`config.mk`:
```
export PLATFORM = sky130hd
export DESIGN_NAME = nmea_gga_field_checksum_parser_core
export DESIGN_NICKNAME = d
export VERILOG_FILES = /design/src/design/ngfcp_pkg.sv /design/src/design/nmea_gga_field_checksum_parser_core.sv
export SDC_FILE = /design/constraint.sdc
export NUM_CORES = 1
export LEC_CHECK = 0
export ABC_CLOCK_PERIOD_IN_PS = 2200
export BUFFER_PORTS_ARGS = -buffer_cell sky130_fd_sc_hd__buf_2
export CAP_MARGIN = 20
export CORE_AREA = 4 4 90 92
export DETAILED_ROUTE_END_ITERATION = 8
export DIE_AREA = 0 0 94 96
export GPL_ROUTABILITY_DRIVEN = 0
export PLACE_DENSITY = 0.71
export SETUP_SLACK_MARGIN = 0.4
export SYNTH_ARGS = -nofsm -noshare
export SYNTH_HDL_FRONTEND = slang
export SYNTH_SLANG_ARGS = --single-unit
```
`constraint.sdc`:
```
create_clock -name clk -period 2.2 [get_ports clk]
set_input_delay 0.33 -clock clk [delete_from_list [all_inputs] [get_ports clk]]
set_output_delay 0.33 -clock clk [all_outputs]
set_load 0.005 [all_outputs]
```
`src/design/ngfcp_pkg.sv`:
```
package ngfcp_pkg;

    localparam int MAX_FIELD_CHARS = 16;
    localparam int POS_W           = $clog2(MAX_FIELD_CHARS);

    localparam logic [7:0] CH_DOLLAR = 8'h24;
    localparam logic [7:0] CH_STAR   = 8'h2A;
    localparam logic [7:0] CH_COMMA  = 8'h2C;

    localparam logic [3:0] COMMA_MAX = 4'd15;

    localparam logic RES_CHAR    = 1'b0;
    localparam logic RES_VERDICT = 1'b1;

    typedef logic [7:0] byte_t;
    typedef logic [1:0] field_id_t;
    typedef logic [3:0] char_pos_t;

    typedef struct packed {
        logic      valid;
        logic [3:0] value;
    } hex_t;

    typedef struct packed {
        logic      valid;
        field_id_t id;
    } field_t;

    function automatic hex_t hex_digit(byte_t c);
        hex_t h;
        h.valid = 1'b1;
        if (c >= 8'h30 && c <= 8'h39) begin
            h.value = 4'(c - 8'h30);
        end
        else if (c >= 8'h41 && c <= 8'h46) begin
            h.value = 4'(c - 8'h41 + 8'd10);
        end
        else if (c >= 8'h61 && c <= 8'h66) begin
            h.value = 4'(c - 8'h61 + 8'd10);
        end
        else begin
            h.valid = 1'b0;
            h.value = 4'd0;
        end
        return h;
    endfunction

    // comma fields 1, 2, 4, 9 -> time, latitude, longitude, altitude
    function automatic field_t field_of(logic [3:0] commas);
        field_t f;
        f.valid = 1'b1;
        unique case (commas)
            4'd1:    f.id = 2'd0;
            4'd2:    f.id = 2'd1;
            4'd4:    f.id = 2'd2;
            4'd9:    f.id = 2'd3;
            default:
            begin
                f.valid = 1'b0;
                f.id    = 2'd0;
            end
        endcase
        return f;
    endfunction

endpackage

```
`src/design/nmea_gga_field_checksum_parser_core.sv`:
```
// channel | handshake            | payload
// rx      | rx_valid / rx_stall  | rx_byte
// res     | res_valid / res_stall| result_kind, field_id, char_pos, char_value,
//         |                      | checksum_ok, computed_sum, received_sum
// One word per cycle sustained while res_stall stays low; a word that yields a result passes
// through the input register, then the result register.
// Reset (rst_n low, async) returns the parser to idle with empty stages.
// A stalled result holds the input register; rx_stall rises only when both are full.
module nmea_gga_field_checksum_parser_core
(
    input  logic                  clk,
    input  logic                  rst_n,
    input  logic                  rx_valid,
    output logic                  rx_stall,
    input  ngfcp_pkg::byte_t      rx_byte,
    output logic                  res_valid,
    input  logic                  res_stall,
    output logic                  result_kind,
    output ngfcp_pkg::field_id_t  field_id,
    output ngfcp_pkg::char_pos_t  char_pos,
    output ngfcp_pkg::byte_t      char_value,
    output logic                  checksum_ok,
    output ngfcp_pkg::byte_t      computed_sum,
    output ngfcp_pkg::byte_t      received_sum
);
    import ngfcp_pkg::*;

    typedef enum logic [1:0] {
        PH_IDLE,
        PH_BODY,
        PH_SUM
    } phase_t;

    phase_t            phase_reg, phase_next;
    byte_t             sum_reg, sum_next;
    logic [3:0]        comma_reg, comma_next;
    logic [POS_W-1:0]  pos_reg, pos_next;
    byte_t             hex_reg, hex_next;
    logic [1:0]        digits_reg, digits_next;

    logic              in_valid_reg, in_valid_next;
    byte_t             in_byte_reg, in_byte_next;

    logic              res_valid_reg, res_valid_next;
    logic              kind_reg, kind_next;
    field_id_t         fid_reg, fid_next;
    char_pos_t         cpos_reg, cpos_next;
    byte_t             cval_reg, cval_next;
    logic              ok_reg, ok_next;
    byte_t             csum_reg, csum_next;
    byte_t             rsum_reg, rsum_next;

    logic              out_free;
    logic              consume;
    logic              emit;
    hex_t              hx;
    field_t            fld;
    byte_t             c;

    assign out_free = !res_valid_reg || !res_stall;
    assign consume  = in_valid_reg && out_free;
    assign rx_stall = in_valid_reg && !out_free;

    always_comb
    begin
        c   = in_byte_reg;
        hx  = hex_digit(c);
        fld = field_of(comma_reg);

        phase_next  = phase_reg;
        sum_next    = sum_reg;
        comma_next  = comma_reg;
        pos_next    = pos_reg;
        hex_next    = hex_reg;
        digits_next = digits_reg;

        emit      = 1'b0;
        kind_next = RES_CHAR;
        fid_next  = '0;
        cpos_next = '0;
        cval_next = '0;
        ok_next   = 1'b0;
        csum_next = '0;
        rsum_next = '0;

        if (consume) begin
            if (phase_reg == PH_SUM) begin
                emit      = 1'b1;
                kind_next = RES_VERDICT;
                csum_next = sum_reg;
                rsum_next = hex_reg;
                if (hx.valid) begin
                    hex_next    = {hex_reg[3:0], hx.value};
                    digits_next = digits_reg + 2'd1;
                    rsum_next   = {hex_reg[3:0], hx.value};
                    emit        = (digits_reg == 2'd1);
                    if (emit) begin
                        phase_next = PH_IDLE;
                    end
                end
                else begin
                    phase_next = PH_IDLE;
                    if (c == CH_DOLLAR) begin
                        phase_next  = PH_BODY;
                        sum_next    = '0;
                        comma_next  = '0;
                        pos_next    = '0;
                        hex_next    = '0;
                        digits_next = '0;
                    end
                end
                ok_next = (sum_reg == rsum_next);
            end
            else if (c == CH_DOLLAR) begin
                phase_next  = PH_BODY;
                sum_next    = '0;
                comma_next  = '0;
                pos_next    = '0;
                hex_next    = '0;
                digits_next = '0;
            end
            else if (phase_reg == PH_BODY) begin
                if (c == CH_STAR) begin
                    phase_next  = PH_SUM;
                    hex_next    = '0;
                    digits_next = '0;
                end
                else begin
                    sum_next = sum_reg ^ c;
                    if (c == CH_COMMA) begin
                        if (comma_reg != COMMA_MAX) begin
                            comma_next = comma_reg + 4'd1;
                        end
                        pos_next = '0;
                    end
                    else if (fld.valid && pos_reg < POS_W'(MAX_FIELD_CHARS - 1)) begin
                        emit      = 1'b1;
                        fid_next  = fld.id;
                        cpos_next = 4'(pos_reg);
                        cval_next = c;
                        pos_next  = pos_reg + POS_W'(1);
                    end
                end
            end
        end

        if (!in_valid_reg || consume) begin
            in_valid_next = rx_valid;
            in_byte_next  = rx_byte;
        end
        else begin
            in_valid_next = in_valid_reg;
            in_byte_next  = in_byte_reg;
        end

        res_valid_next = out_free ? emit : res_valid_reg;
        if (!(out_free && emit)) begin
            kind_next = kind_reg;
            fid_next  = fid_reg;
            cpos_next = cpos_reg;
            cval_next = cval_reg;
            ok_next   = ok_reg;
            csum_next = csum_reg;
            rsum_next = rsum_reg;
        end
    end

    always_ff @(posedge clk or negedge rst_n)
    begin
        if (!rst_n) begin
            phase_reg     <= PH_IDLE;
            sum_reg       <= '0;
            comma_reg     <= '0;
            pos_reg       <= '0;
            hex_reg       <= '0;
            digits_reg    <= '0;
            in_valid_reg  <= 1'b0;
            in_byte_reg   <= '0;
            res_valid_reg <= 1'b0;
            kind_reg      <= RES_CHAR;
            fid_reg       <= '0;
            cpos_reg      <= '0;
            cval_reg      <= '0;
            ok_reg        <= 1'b0;
            csum_reg      <= '0;
            rsum_reg      <= '0;
        end
        else begin
            phase_reg     <= phase_next;
            sum_reg       <= sum_next;
            comma_reg     <= comma_next;
            pos_reg       <= pos_next;
            hex_reg       <= hex_next;
            digits_reg    <= digits_next;
            in_valid_reg  <= in_valid_next;
            in_byte_reg   <= in_byte_next;
            res_valid_reg <= res_valid_next;
            kind_reg      <= kind_next;
            fid_reg       <= fid_next;
            cpos_reg      <= cpos_next;
            cval_reg      <= cval_next;
            ok_reg        <= ok_next;
            csum_reg      <= csum_next;
            rsum_reg      <= rsum_next;
        end
    end

    assign res_valid    = res_valid_reg;
    assign result_kind  = kind_reg;
    assign field_id     = fid_reg;
    assign char_pos     = cpos_reg;
    assign char_value   = cval_reg;
    assign checksum_ok  = ok_reg;
    assign computed_sum = csum_reg;
    assign received_sum = rsum_reg;

endmodule

```
==> impl_metrics.tcl <==
set metrics [dict create \
    fin_total_pwr_w 0.00321 \
    synth_top_family_by_area "simple AND/OR/NAND/NOR gates" \
    route.antenna.remaining_nets 0 \
    drive_above_1_share_pct 52.3 \
    synth_largest_area_cell "dfrtp_1" \
    grt_pass1_wl_um 17600 \
    wl_per_cell_um 22.1 \
    synth_fp_nets 392 \
    yosys_warnings 0 \
    period_minus_slack_ns 2.28 \
    fin_cells 600 \
    p_int_w 0.00225 \
    power_density_nw_per_um2 568 \
    seq_area_frac_synth_pct 49.5 \
    start_kind "flip-flop" \
    whs_ns 0.165 \
    slew_violations 0 \
    die_w_um 94 \
    async_reset_ff_share_pct 100 \
    synth_compound_area_share_pct 15.9 \
    dr_total_vias 3744 \
    max_slew_margin_pct 56.1 \
    rsz0062_at_grt "true" \
    cp.required_ns 2.47 \
    worst-endpoint-arrival_ns 2.55 \
    sequentialPowerShare_pct 47.5 \
    netlist_top_cells_area "dfrtp_1 50%, o21ai_0 6.2%, nand3_1 6.1%" \
    r2r_start "c[7]" \
    p_leak_nw 2.61 \
    antenna_found_initial 0 \
    drt-vias-per-instance 6.24 \
    netlist_instances 370 \
    synth_seq_cells 70 \
    netlist_top_cells_count "70 x dfrtp_1, 56 x nand2_1, 44 x o21ai_0" \
    crit_path_start "c[7]" \
    dp_hpwl_um 6390 \
    initial_utilization_pct 49.0 \
    fin_ws_ns -0.0791 \
    p_comb_share_pct 15.8 \
    min_path_type "in2reg" \
    ioPinCount 46 \
    grt_pass1_vias 3469 \
    grt_max_degree 48 \
    io_buffer_count 45 \
    grt.total_usage_pct 25.7 \
    cts_tree "built" \
    timing.fmax_mhz 439 \
    p_clk_share_pct 36.7 \
    remaining_drc_errors 0 \
    placed_cells_incl_taps 538 \
    violations "setup timing" \
    clk_path_buf_depth 2 \
    finalSetupViolCount 15 \
    drtIter0Drc 336 \
    synth_xor_area_share_pct 3.96 \
    synth_most_common_cell "dfrtp_1" \
    nets 518 \
    synth.distinct_cells 54 \
    wirelength_um 13300 \
    area_growth_pct 59.9 \
    tns_ns -0.577 \
    cap_violations 0 \
    clk_latency_ns 0.36 \
    swShare_pct 29.9 \
    utilization_pct 78.4 \
    synthDominantCellAreaShare_pct 49.5 \
    tightest_slew_ns 0.659 \
    criticalPathCategory "reg2reg" \
    antenna_cells 0 \
    root_buffer "clkbuf_8" \
    path_max_fanout 6 \
    synth.avg_cell_area_um2 9.56 \
    synth_mux_area_share_pct 3.61 \
    yosys.area_share.simple_pct 20.1 \
    fp.coreArea_um2 7210 \
    rows 31 \
    die_y_um 96 \
    synth_edf_count 0 \
    skew_ns 0.0149 \
    clk_pin_slew_ns 0.08 \
    fin_crit_sh_pct 104 \
    cts_buffers 9 \
    cts_htree_levels 3 \
    synth-main-ff-cell "dfrtp_1" \
    status "complete, but fails checks" \
    synthAdderAreaFrac_pct 3.54 \
    vdd_ir_drop_max_mv 0.404 \
    netlist_area_um2 3540 \
    fp.dieArea_um2 9020 \
    hold_viol_final 0 \
    min_from "rx_valid" \
    clock_sinks 70 \
    grt_overflow_total 0 \
    end_kind "flip-flop" \
    drt_pre_antenna_iters 5 \
    switchingPower_w 0.000960 \
]
## per-stage QoR
step	setup slack, ns	cell area, um^2
after floorplan	0.00349	3630
after global placement	-0.0554	4200
after detailed placement	-0.121	4200
after CTS	-0.00309	5170
after global routing	-0.142	5650
final	-0.0791	5650
## critical path, cell delays in order, from the launching register on
cell,delay [ns]
dfrtp_1,0.38
buf_4,0.17
nand4bb_1,0.36
a21o_1,0.40
a311oi_4,0.37
xnor2_1,0.16
nand4_1,0.12
o31ai_2,0.24
## cells by family (layout without fill, tap and decap cells)
family | Yosys count | in the layout
xor gates and xnor gates | 16 | 16
adders and majority gates | 10 | 10
DFF | 70 | 70
AOI/OAI and AO/OA | 89 | 91
buffers and inverters | 26 | 155
muxes | 12 | 12
and+or+nand+nor | 147 | 147
## path summary, 6_finish.rpt
| kind | to | slack (ns) | depth (start not counted) |
|---|---|---|---|
| worst max-delay path | checksum_ok | -0.08 | 7 |
| worst min-delay path | in_valid_reg | 0.17 | 2 |
| worst max register to register | checksum_ok | -0.08 | 7 |
| worst min register to register | digits_reg[0] | 0.49 | 1 |
| max in group asynchronous | pos_reg[0] | 1.03 | 3 |
| min in group asynchronous | phase_reg[0] | 0.51 | 2 |
## metal layers
layer  GRT usage [%]  part of all wire (%)  up-vias
met3            3.67                   8.1       79
met4            16.7                   6.1        0
li1                -                     -     1583
met1            32.0                    37     1805
met5               0                     0        -
met2            42.1                    49      277
## power by group through the flow
stage	combinational, W	sequential, W	clock (W)
3_5_place_dp	0.000380	0.00152	0
4_1_cts	0.000433	0.00150	0.00118
6_report	0.000509	0.00152	0.00118
3_3_place_gp	0.000371	0.00152	0
5_1_grt	0.000550	0.00153	0.00124
2_1_floorplan	0.000251	0.00149	0
## cell usage in the layout (no fill, tap or decap), types with 5 or more instances in the layout
master    count
dfrtp_1      66
buf_2        46
nand2_1      45
buf_4        41
buf_6        27
nand3_2      25
o21ai_2      20
o21ai_1      16
nor2_1       14
xor2_1       11
nand3_1      11
clkbuf_8      9
nand2_2       8
o21ai_0       8
inv_1         7
nand3_4       7
ha_1          7
nand4_1       6
mux2i_1       6
xnor2_1       5
a21oi_1       5
mux2_2        5
buf_16        5
buf_12        5
## what timing repair did
| action | CTS | global route |
|---|---|---|
| hold buffers | 1 | 0 |
| setup buffers | 22 | 10 |
| gates resized for setup | 111 | 77 |
| pin swaps | 52 | 55 |
| setup endpoints to repair | 60 | 61 |
| endpoints found under the hold margin | 23 | 0 |
| cloned | 9 | 4 |
## area by class of cell
class	count	area, um^2
Fill cell	431	1560
Timing Repair Buffer	130	1190
Tap cell	99	124
Clock buffer	9	124
Multi-Input combinational cell	276	2320
Inverter	9	36.3
Clock inverter	7	96.3
Sequential cell	70	1760
Note: power is estimated with default switching activity, not from simulation.
